`src/sv/mfp_pkg.sv`:
```
// Shared types, constants and the CRC8 DVB-S2 step function for the MSP v2 frame parser.
package mfp_pkg;

	localparam logic [7:0] CRC_POLY     = 8'hD5;
	localparam logic [7:0] CRC_TOPBIT   = 8'h80;
	localparam logic [7:0] HEADER_RESET = 8'h24;

	typedef enum logic [1:0] {
		KIND_PAYLOAD = 2'd0,
		KIND_OK      = 2'd1,
		KIND_BAD_CRC = 2'd2,
		KIND_REJECT  = 2'd3
	} mfp_kind_t;

	typedef struct packed {
		logic [7:0] rx_byte;
		logic       first_byte;
	} mfp_item_t;

	typedef struct packed {
		mfp_kind_t   kind;
		logic [7:0]  payload_byte;
		logic [15:0] payload_index;
		logic [7:0]  frame_flags;
		logic [15:0] function_id;
		logic [15:0] payload_size;
		logic [7:0]  crc_value;
	} mfp_result_t;

	// Control between the stages: what the parser would emit for the held byte.
	typedef struct packed {
		logic        has_res;
		mfp_result_t res;
	} mfp_step_t;

	// One byte through CRC8 DVB-S2, MSB first.
	function automatic logic [7:0] crc8_step(input logic [7:0] crc, input logic [7:0] b);
		logic [7:0] c;
		c = crc ^ b;
		for (int i = 0; i < 8; i++) begin
			if ((c & CRC_TOPBIT) != 8'h00) begin
				c = {c[6:0], 1'b0} ^ CRC_POLY;
			end else begin
				c = {c[6:0], 1'b0};
			end
		end
		return c;
	endfunction

endpackage

```
`src/sv/mfp_rx_if.sv`:
```
// Received byte channel: valid, ready and one byte with its buffer-start mark.
interface mfp_rx_if;
	logic       valid;
	logic       ready;
	logic [7:0] rx_byte;
	logic       first_byte;

	modport source (output valid, output rx_byte, output first_byte, input ready);
	modport sink   (input valid, input rx_byte, input first_byte, output ready);
endinterface

```
`src/sv/mfp_res_if.sv`:
```
// Result channel: valid, ready and one parser result item.
interface mfp_res_if;
	logic        valid;
	logic        ready;
	logic [1:0]  kind;
	logic [7:0]  payload_byte;
	logic [15:0] payload_index;
	logic [7:0]  frame_flags;
	logic [15:0] function_id;
	logic [15:0] payload_size;
	logic [7:0]  crc_value;

	modport source (output valid, output kind, output payload_byte, output payload_index,
		output frame_flags, output function_id, output payload_size, output crc_value,
		input ready);
	modport sink   (input valid, input kind, input payload_byte, input payload_index,
		input frame_flags, input function_id, input payload_size, input crc_value,
		output ready);
endinterface

```
`src/sv/mfp_in_stage.sv`:
```
// Input register: holds one received byte until the parser takes it.
module mfp_in_stage import mfp_pkg::*; (
	input  logic      clk,
	input  logic      arst_n,
	input  logic      in_valid,
	output logic      in_ready,
	input  mfp_item_t in_item,
	input  logic      advance,
	output logic      valid_s1,
	output mfp_item_t item_s1
);

	logic v_s1;

	assign in_ready = !v_s1 || advance;
	assign valid_s1 = v_s1;

	always_ff @(posedge clk or negedge arst_n) begin
		if (!arst_n) begin
			v_s1 <= 1'b0;
		end else if (in_ready) begin
			v_s1 <= in_valid;
		end
	end

	always_ff @(posedge clk) begin
		if (in_valid && in_ready) begin
			item_s1 <= in_item;
		end
	end

endmodule

```
`src/sv/mfp_parser.sv`:
```
// Frame state machine, held header fields and running CRC; one byte per fire.
module mfp_parser import mfp_pkg::*; (
	input  logic       clk,
	input  logic       arst_n,
	input  logic       cfg_we,
	input  logic [7:0] cfg_wdata,
	input  mfp_item_t  item,
	input  logic       fire,
	output mfp_step_t  step
);

	typedef enum logic [9:0] {
		ST_IDLE    = 10'b0000000001,
		ST_SKIP1   = 10'b0000000010,
		ST_SKIP2   = 10'b0000000100,
		ST_FLAGS   = 10'b0000001000,
		ST_ID_LO   = 10'b0000010000,
		ST_ID_HI   = 10'b0000100000,
		ST_SIZE_LO = 10'b0001000000,
		ST_SIZE_HI = 10'b0010000000,
		ST_PAYLOAD = 10'b0100000000,
		ST_CRC     = 10'b1000000000
	} mfp_state_t;

	mfp_state_t  state_q, state_d;
	logic [7:0]  header_q;
	logic [7:0]  crc_q, crc_d;
	logic [7:0]  flags_q, flags_d;
	logic [15:0] func_q, func_d;
	logic [15:0] size_q, size_d;
	logic [15:0] count_q, count_d;
	logic [7:0]  crc_new;
	logic [15:0] count_inc;

	assign crc_new   = crc8_step(crc_q, item.rx_byte);
	assign count_inc = count_q + 16'd1;

	always_comb begin
		state_d  = state_q;
		crc_d    = crc_q;
		flags_d  = flags_q;
		func_d   = func_q;
		size_d   = size_q;
		count_d  = count_q;
		step     = '0;
		if (item.first_byte) begin
			crc_d   = 8'h00;
			flags_d = 8'h00;
			func_d  = 16'h0000;
			size_d  = 16'h0000;
			count_d = 16'h0000;
			if (item.rx_byte != header_q) begin
				step.has_res  = 1'b1;
				step.res.kind = KIND_REJECT;
				state_d       = ST_IDLE;
			end else begin
				state_d = ST_SKIP1;
			end
		end else begin
			unique case (state_q)
				ST_IDLE: begin
					state_d = ST_IDLE;
				end
				ST_SKIP1: begin
					state_d = ST_SKIP2;
				end
				ST_SKIP2: begin
					state_d = ST_FLAGS;
				end
				ST_FLAGS: begin
					flags_d = item.rx_byte;
					crc_d   = crc_new;
					state_d = ST_ID_LO;
				end
				ST_ID_LO: begin
					func_d  = {8'h00, item.rx_byte};
					crc_d   = crc_new;
					state_d = ST_ID_HI;
				end
				ST_ID_HI: begin
					func_d  = {item.rx_byte, func_q[7:0]};
					crc_d   = crc_new;
					state_d = ST_SIZE_LO;
				end
				ST_SIZE_LO: begin
					size_d  = {8'h00, item.rx_byte};
					crc_d   = crc_new;
					state_d = ST_SIZE_HI;
				end
				ST_SIZE_HI: begin
					size_d  = {item.rx_byte, size_q[7:0]};
					crc_d   = crc_new;
					count_d = 16'h0000;
					state_d = ({item.rx_byte, size_q[7:0]} == 16'h0000) ? ST_CRC : ST_PAYLOAD;
				end
				ST_PAYLOAD: begin
					crc_d                   = crc_new;
					count_d                 = count_inc;
					step.has_res            = 1'b1;
					step.res.kind           = KIND_PAYLOAD;
					step.res.payload_byte   = item.rx_byte;
					step.res.payload_index  = count_q;
					step.res.frame_flags    = flags_q;
					step.res.function_id    = func_q;
					step.res.payload_size   = size_q;
					step.res.crc_value      = crc_new;
					state_d = (count_inc == size_q) ? ST_CRC : ST_PAYLOAD;
				end
				ST_CRC: begin
					step.has_res          = 1'b1;
					step.res.kind         = (crc_q == item.rx_byte) ? KIND_OK : KIND_BAD_CRC;
					step.res.frame_flags  = flags_q;
					step.res.function_id  = func_q;
					step.res.payload_size = size_q;
					step.res.crc_value    = crc_q;
					state_d               = ST_IDLE;
				end
				default: begin
					state_d = ST_IDLE;
				end
			endcase
		end
	end

	always_ff @(posedge clk or negedge arst_n) begin
		if (!arst_n) begin
			header_q <= HEADER_RESET;
		end else if (cfg_we) begin
			header_q <= cfg_wdata;
		end
	end

	always_ff @(posedge clk or negedge arst_n) begin
		if (!arst_n) begin
			state_q <= ST_IDLE;
			crc_q   <= 8'h00;
			flags_q <= 8'h00;
			func_q  <= 16'h0000;
			size_q  <= 16'h0000;
			count_q <= 16'h0000;
		end else if (fire) begin
			state_q <= state_d;
			crc_q   <= crc_d;
			flags_q <= flags_d;
			func_q  <= func_d;
			size_q  <= size_d;
			count_q <= count_d;
		end
	end

	a_header_start: assert property (@(posedge clk) disable iff (!arst_n)
		fire && item.first_byte && (item.rx_byte == header_q) |=> state_q == ST_SKIP1)
		else $error("matching header did not start a frame");

	a_payload_only_in_payload: assert property (@(posedge clk) disable iff (!arst_n)
		step.has_res && (step.res.kind == KIND_PAYLOAD) |-> state_q == ST_PAYLOAD)
		else $error("payload result outside payload phase");

	a_count_below_size: assert property (@(posedge clk) disable iff (!arst_n)
		state_q == ST_PAYLOAD |-> count_q != size_q)
		else $error("payload count reached size without leaving payload phase");

endmodule

```
`src/sv/mfp_out_stage.sv`:
```
// Result register: holds one result item until the sink takes it.
module mfp_out_stage import mfp_pkg::*; (
	input  logic        clk,
	input  logic        arst_n,
	input  logic        push,
	input  mfp_result_t push_res,
	output logic        can_load,
	output logic        out_valid,
	input  logic        out_ready,
	output mfp_result_t out_res
);

	logic out_v_q;

	assign can_load  = !out_v_q || out_ready;
	assign out_valid = out_v_q;

	always_ff @(posedge clk or negedge arst_n) begin
		if (!arst_n) begin
			out_v_q <= 1'b0;
		end else if (can_load) begin
			out_v_q <= push;
		end
	end

	always_ff @(posedge clk) begin
		if (push && can_load) begin
			out_res <= push_res;
		end
	end

endmodule

```
`src/sv/msp_v2_frame_parser.sv`:
```
// Top level of the MSP v2 frame parser with CRC8 DVB-S2 check.
//
//   channel | direction | transfer carries
//   --------+-----------+-------------------------------------------------------
//   rx      | sink      | rx_byte, first_byte
//   res     | source    | kind, payload_byte, payload_index, frame_flags,
//           |           | function_id, payload_size, crc_value
//   cfg     | write     | cfg_wdata -> header_byte (no index, no read-back)
//
// One byte per cycle unless a byte with a result meets a full result register; a byte
// taken at an rx transfer is held in the input register, and its result, if any, is
// loaded into the result register as the byte advances, raising res valid. The payload
// counter increment and size compare, beside the per-byte CRC update (a linear XOR
// network a few levels deep), set the path between those registers.
// Reset clears the frame state, the valid bits and sets header_byte to 0x24.
// A stalled res sink holds a byte in the input register only when it produces a
// result; bytes without a result keep flowing while a result waits.
module msp_v2_frame_parser import mfp_pkg::*; (
	input  logic       clk,
	input  logic       arst_n,
	mfp_rx_if.sink     rx,
	mfp_res_if.source  res,
	input  logic       cfg_we,
	input  logic [7:0] cfg_wdata
);

	mfp_item_t   in_item;
	mfp_item_t   item_s1;
	logic        valid_s1;
	logic        advance;
	logic        push;
	logic        can_load;
	mfp_step_t   step;
	mfp_result_t out_res;

	assign in_item.rx_byte    = rx.rx_byte;
	assign in_item.first_byte = rx.first_byte;

	// Advance the held byte unless it has a result and the result register is full.
	assign advance = valid_s1 && (!step.has_res || can_load);
	assign push    = advance && step.has_res;

	mfp_in_stage u_in (
		.clk      (clk),
		.arst_n   (arst_n),
		.in_valid (rx.valid),
		.in_ready (rx.ready),
		.in_item  (in_item),
		.advance  (advance),
		.valid_s1 (valid_s1),
		.item_s1  (item_s1)
	);

	mfp_parser u_parse (
		.clk       (clk),
		.arst_n    (arst_n),
		.cfg_we    (cfg_we),
		.cfg_wdata (cfg_wdata),
		.item      (item_s1),
		.fire      (advance),
		.step      (step)
	);

	mfp_out_stage u_out (
		.clk       (clk),
		.arst_n    (arst_n),
		.push      (push),
		.push_res  (step.res),
		.can_load  (can_load),
		.out_valid (res.valid),
		.out_ready (res.ready),
		.out_res   (out_res)
	);

	assign res.kind          = out_res.kind;
	assign res.payload_byte  = out_res.payload_byte;
	assign res.payload_index = out_res.payload_index;
	assign res.frame_flags   = out_res.frame_flags;
	assign res.function_id   = out_res.function_id;
	assign res.payload_size  = out_res.payload_size;
	assign res.crc_value     = out_res.crc_value;

	// A new result never lands on one that the sink has not yet taken.
	a_no_overwrite: assert property (@(posedge clk) disable iff (!arst_n)
		push |-> (!res.valid || res.ready))
		else $error("result register overwritten while full");

	// A pushed result is visible on the next cycle.
	a_push_shows: assert property (@(posedge clk) disable iff (!arst_n)
		push |=> res.valid)
		else $error("pushed result not presented");

	// A held byte with no result never waits on the output side.
	a_no_res_flows: assert property (@(posedge clk) disable iff (!arst_n)
		valid_s1 && !step.has_res |-> advance)
		else $error("byte without result stalled");

endmodule
```
`src/flat_wrapper.sv`:
```
// flat-port wrapper written by rule: the top's interface ports become plain ports
module msp_v2_frame_parser_flat import mfp_pkg::*;
  (clk, arst_n, cfg_we, cfg_wdata, rx_valid, rx_rx_byte, rx_first_byte, rx_ready, res_valid, res_kind, res_payload_byte, res_payload_index, res_frame_flags, res_function_id, res_payload_size, res_crc_value, res_ready);
  mfp_rx_if rx_i ();
  mfp_res_if res_i ();
  input  logic clk;
  input  logic arst_n;
  input  logic cfg_we;
  input  logic [7:0] cfg_wdata;
  input wire logic [$bits(rx_i.valid)-1:0] rx_valid;
  input wire logic [$bits(rx_i.rx_byte)-1:0] rx_rx_byte;
  input wire logic [$bits(rx_i.first_byte)-1:0] rx_first_byte;
  output wire logic [$bits(rx_i.ready)-1:0] rx_ready;
  output wire logic [$bits(res_i.valid)-1:0] res_valid;
  output wire logic [$bits(res_i.kind)-1:0] res_kind;
  output wire logic [$bits(res_i.payload_byte)-1:0] res_payload_byte;
  output wire logic [$bits(res_i.payload_index)-1:0] res_payload_index;
  output wire logic [$bits(res_i.frame_flags)-1:0] res_frame_flags;
  output wire logic [$bits(res_i.function_id)-1:0] res_function_id;
  output wire logic [$bits(res_i.payload_size)-1:0] res_payload_size;
  output wire logic [$bits(res_i.crc_value)-1:0] res_crc_value;
  input wire logic [$bits(res_i.ready)-1:0] res_ready;
  assign rx_i.valid = rx_valid;
  assign rx_i.rx_byte = rx_rx_byte;
  assign rx_i.first_byte = rx_first_byte;
  assign rx_ready = rx_i.ready;
  assign res_valid = res_i.valid;
  assign res_kind = res_i.kind;
  assign res_payload_byte = res_i.payload_byte;
  assign res_payload_index = res_i.payload_index;
  assign res_frame_flags = res_i.frame_flags;
  assign res_function_id = res_i.function_id;
  assign res_payload_size = res_i.payload_size;
  assign res_crc_value = res_i.crc_value;
  assign res_i.ready = res_ready;
  msp_v2_frame_parser u_core (.clk(clk), .arst_n(arst_n), .rx(rx_i), .res(res_i), .cfg_we(cfg_we), .cfg_wdata(cfg_wdata));
endmodule
```
`config.mk`:
```
export PLATFORM = sky130hd
export DESIGN_NAME = msp_v2_frame_parser_flat
export DESIGN_NICKNAME = d
export VERILOG_FILES = /design/src/sv/mfp_pkg.sv /design/src/sv/mfp_rx_if.sv /design/src/sv/mfp_res_if.sv /design/src/sv/mfp_in_stage.sv /design/src/sv/mfp_parser.sv /design/src/sv/mfp_out_stage.sv /design/src/sv/msp_v2_frame_parser.sv /design/src/flat_wrapper.sv
export SDC_FILE = /design/constraint.sdc
export NUM_CORES = 1
export LEC_CHECK = 0
export BUFFER_PORTS_ARGS = -buffer_cell sky130_fd_sc_hd__buf_4
export CORE_MARGIN = 8
export CORE_UTILIZATION = 50
export DETAILED_ROUTE_END_ITERATION = 7
export HOLD_SLACK_MARGIN = 0.03
export PLACE_DENSITY = 0.79
export SYNTH_ARGS = -nofsm -noshare
export SYNTH_HDL_FRONTEND = slang
export SYNTH_SLANG_ARGS = --single-unit
```
`constraint.sdc`:
```
create_clock -name clk -period 13.1 [get_ports clk]
set_clock_uncertainty 0.2 [all_clocks]
set_input_delay 0 -clock clk [delete_from_list [all_inputs] [get_ports clk]]
set_output_delay 0 -clock clk [all_outputs]
set_load 0.01 [all_outputs]
```
==> impl_results.md <==
- Setup Total Neg Slack: 0 ns
- TritonCTS clock tree: built
- Most common library cell in the layout ignoring fill and taps: buf_4
- Wire length per cell: 19.2 um
- Relative slew slack: between 20% and 30%
- Inserted Clock Buffers: 17
- Number of gates resized after CTS: 0
- Clock edge transition at the registers on the reported setup and hold paths: 0.07 ns
- # rows: 46
- Number of hold-slack violations in the final timing report: 0
- H-Tree Level Count: 4
- Storage cell area: roughly 4600 sq um
- RSZ-0062 raised after global routing: no
- Number of enable-type register cells in the synthesized netlist: between 80 and 90
- Placed cell count: 929
- Area of the die: 20100 sq um
- Async set-or-reset flop fraction in the synthesized netlist: 50.3%
- Post-synth top flop: edfxtp_1
- Number of DRC markers after the initial detailed-route iteration: 632
- Multiplexer share of the synthesized area: under 10%
- Largest voltage drop on the vdd net: 0.000100 V
- Critical path endpoint category: flop
- Global placement routability congestion: 0.891
- Adder-cell share of the synthesized area: 0.317%
- Die span in x: 142 um
- Wirelength, routed: ~19 mm
- Vertical die dimension: 142 um
- Critical path class: flop to flop
- Class of the worst hold path: input pin to flop
- Via count of the first global-routing pass: 5732
- Worst setup slack after layout: 9.44 ns
- Mean number of vias per cell: about 5.8
- Clock root buffer master: clkbuf_16
- Outcome: finished, final reports clean
- Synth Area in Simple Gates: 15.7%
- Reg2reg path depth: 4
- Ratio of cells with drive above 1 in the final layout: 21.2%
- Critical path cell sequence: inv_1 -> a41o_1 -> a21oi_4 -> buf_4
- Highest attainable clock frequency: 273 MHz
- Max-capacitance violation count: 0
- Number of detailed-route iterations in the first pass: 6
- Final clock period utilization by the worst path: 27.9%
- Required time of the critical path: ~13 ns
- Insertion delay to the later sink of the worst-skew pair: 0.43 ns
- Final setup violating endpoints: 0
- Wire length of the first global-routing pass: 30.1 mm
- Fill count: 1196
- Final Instance Count excl. Fillers: 990
- Mapped Nets: 685
- Startpoint type of the worst setup path: flop
- Core area: 15700 sq um
- Netlist cell types: 61
- Worst-case clock buffer depth: 2
- Power per cell area: 126 nW/um^2
- Largest net degree at the start of global routing: 85
- Post-route ant nets: 0
- Count of clock tree sinks: 167
- Slowest library cell on the worst path: edfxtp_1
- Worst path arrival time: ~3.5 ns
- Seq cells post-synth: 167
- Fraction of the yosys area taken by sequential cells: between 50% and 60%
- YS warnings: 0
- Gate count after technology mapping: 661
- Port bufs: between 90 and 100
- DR vias: 5762
- Global router's overall resource usage: 19.3%
- Netlist area before placement: 7900 sq um
- Final core utilization: between 60% and 70%
- Total I/O pin count: roughly 100
- Number of slew-limit violations in the final report: 0
- Footprint of the multi-input gates: 3000 sq um
- Standby leakage power: slightly above 4 nW
- Worst-Margin Slew: approximately 1.1 ns
- Synthesized area per cell: 12.0 sq um
- Number of inserted diodes: 0
- Number of antenna violations at the first check in global routing: 0
- Worst slack after detailed placement: approximately 9.5 ns
- Largest family of logic cells by synthesized area: simple AND/OR/NAND/NOR gates
- Hold buffers post-CTS: 29
- Initial Util: 50.5%
- Top library cells by usage in the layout, fill and taps aside: buf_4 (100), edfxtp_1 (83), dfrtp_1 (81)
- Peak fanout along the critical path: 48
- Final critical delay including setup and external delays: approximately 3.7 ns
- Placed wire-length estimate: 12.9 mm
- Compound-cell area share of the yosys netlist: between 10% and 20%
- Number of stages on the worst hold path: 2
- Area added between synthesis and finish: 20.5%
- Largest incremental delay on the critical path: 0.76 ns
- Post-CTS repair timing setup buffer count: 0
- Share of the synthesized netlist area taken by xor and xnor gates: 6.33%
- DRC violations left: 0
- Number of nets in the layout: around 790
- Gr ovfl total: 0
[synth_stat cells, types with 2 or more instances]
cell        n  area, sq um
clkbuf_1   26         97.6
and2_1     61          382
xnor2_1    27          236
and3_1      6         37.5
nor2_1     43          161
nor2b_1     2         12.5
o41ai_1    13          114
nand4_1    11         68.8
inv_1      13         48.8
nor4_1     15         93.8
nand2_1    31          116
mux2_2     17          191
edfxtp_1   83         2490
clkbuf_8    3         41.3
or4b_1      2         20.0
nand3_2     2         20.0
dfrtp_1    81         2030
dfstp_2     3         78.8
a22o_1     21          184
a21oi_1    17         85.1
buf_2      12         60.1
xor2_1     25          219
ha_1        2         25.0
nor3_1      9         45.0
o2bb2ai_1   2         17.5
a21o_1     12         90.1
nor4b_1     2         17.5
a31oi_1     2         12.5
nand3_1     8         40.0
xnor3_1     2         45.0
nand2b_1   11         68.8
nand4b_1    4         35.0
nor3b_1     4         30.0
o2111ai_1   2         17.5
o21ai_0    28          140
o31ai_1    21          158
a32o_1      8         80.1
buf_6       5         56.3
o311ai_0    2         17.5
nor4_2      2         25.0
[cell families (layout without fill, tap and decap cells)]
kind of cell	after synthesis	in the layout
XOR/XNOR	54	54
flip-flops	167	167
multiplexers	17	17
adder cells (fa/ha/maj)	2	2
AO/OA/AOI/OAI	140	140
AND/OR/NAND/NOR	220	220
buffers and inverters	61	174
[metrics by stage]
stage	area [sq um]	total power, mW	hold WS (ns)
after detailed placement	8670	0.718	-0.0199
after floorplan	7900	0.674	-0.496
after global placement	8670	0.713	-0.0179
after CTS	9520	1.20	0.0694
final	9520	1.20	0.0809
after global routing	9520	1.24	0.0797
[sequential cells by signal, summed over array words and instances, names as in the netlist]
signal                   count
u_core.u_parse.header_q      8
u_core.u_out.out_res        74
u_core.u_parse.func_q       16
u_core.u_in.item_s1          9
u_core.u_parse.crc_q         8
u_core.u_parse.count_q      16
u_core.u_parse.state_q      10
u_core.u_out.out_valid       1
u_core.u_in.valid_s1         1
u_core.u_parse.flags_q       8
u_core.u_parse.size_q       16
[cell type report]
type | count | share of cell area (%)
flip-flops and latches | 167 | 48.3
multi-input cells | 433 | 31.5
repair buffers | 129 | 10.9
clock buffers | 20 | 5.03
well taps | 216 | 2.84
clock inverters | 12 | 0.920
inverters | 13 | 0.512
[layer usage]
metal	vias up	global-route usage [%]	wire length [um]
li1	2622	-	-
met2	281	33.3	9610
met5	-	0	0
met3	44	4.57	1510
met4	0	7.91	443
met1	2815	22.8	7460
[where the power goes]
part	leakage [nW]	switching [mW]	internal [mW]	total [mW]
clock	0.279	0.211	0.267	0.477
sequential	1.97	0.0205	0.576	0.597
combinational	1.78	0.0682	0.0529	0.121
[critical path: cells and delay by family, from the launching register on]
| family | cells | cell delay, ns |
|---|---|---|
| buffers and inverters | 2 | 1.07 |
| DFF | 1 | 0.76 |
| AOI/OAI and AO/OA | 2 | 1.21 |
[worst paths after layout]
| kind | slack [ns] | end | from |
|---|---|---|---|
| worst max-delay path | 9.44 | u_core.u_out.out_res[56]$_SDFFCE_PP0P_ | u_core.u_in.item_s1[0]$_DFFE_PP_ |
| worst min-delay path | 0.08 | u_core.u_in.item_s1[5]$_DFFE_PP_ | rx_rx_byte[4] |
| worst max register to register | 9.44 | u_core.u_out.out_res[56]$_SDFFCE_PP0P_ | u_core.u_in.item_s1[0]$_DFFE_PP_ |
| worst min register to register | 0.28 | u_core.u_parse.func_q[14]$_DFFE_PN0P_ | u_core.u_parse.func_q[14]$_DFFE_PN0P_ |
| max in group asynchronous | 11.88 | u_core.u_parse.count_q[0]$_DFFE_PN0P_ | arst_n |
| min in group asynchronous | 0.11 | u_core.u_parse.flags_q[5]$_DFFE_PN0P_ | arst_n |
Power figures use the tool's default switching activity.
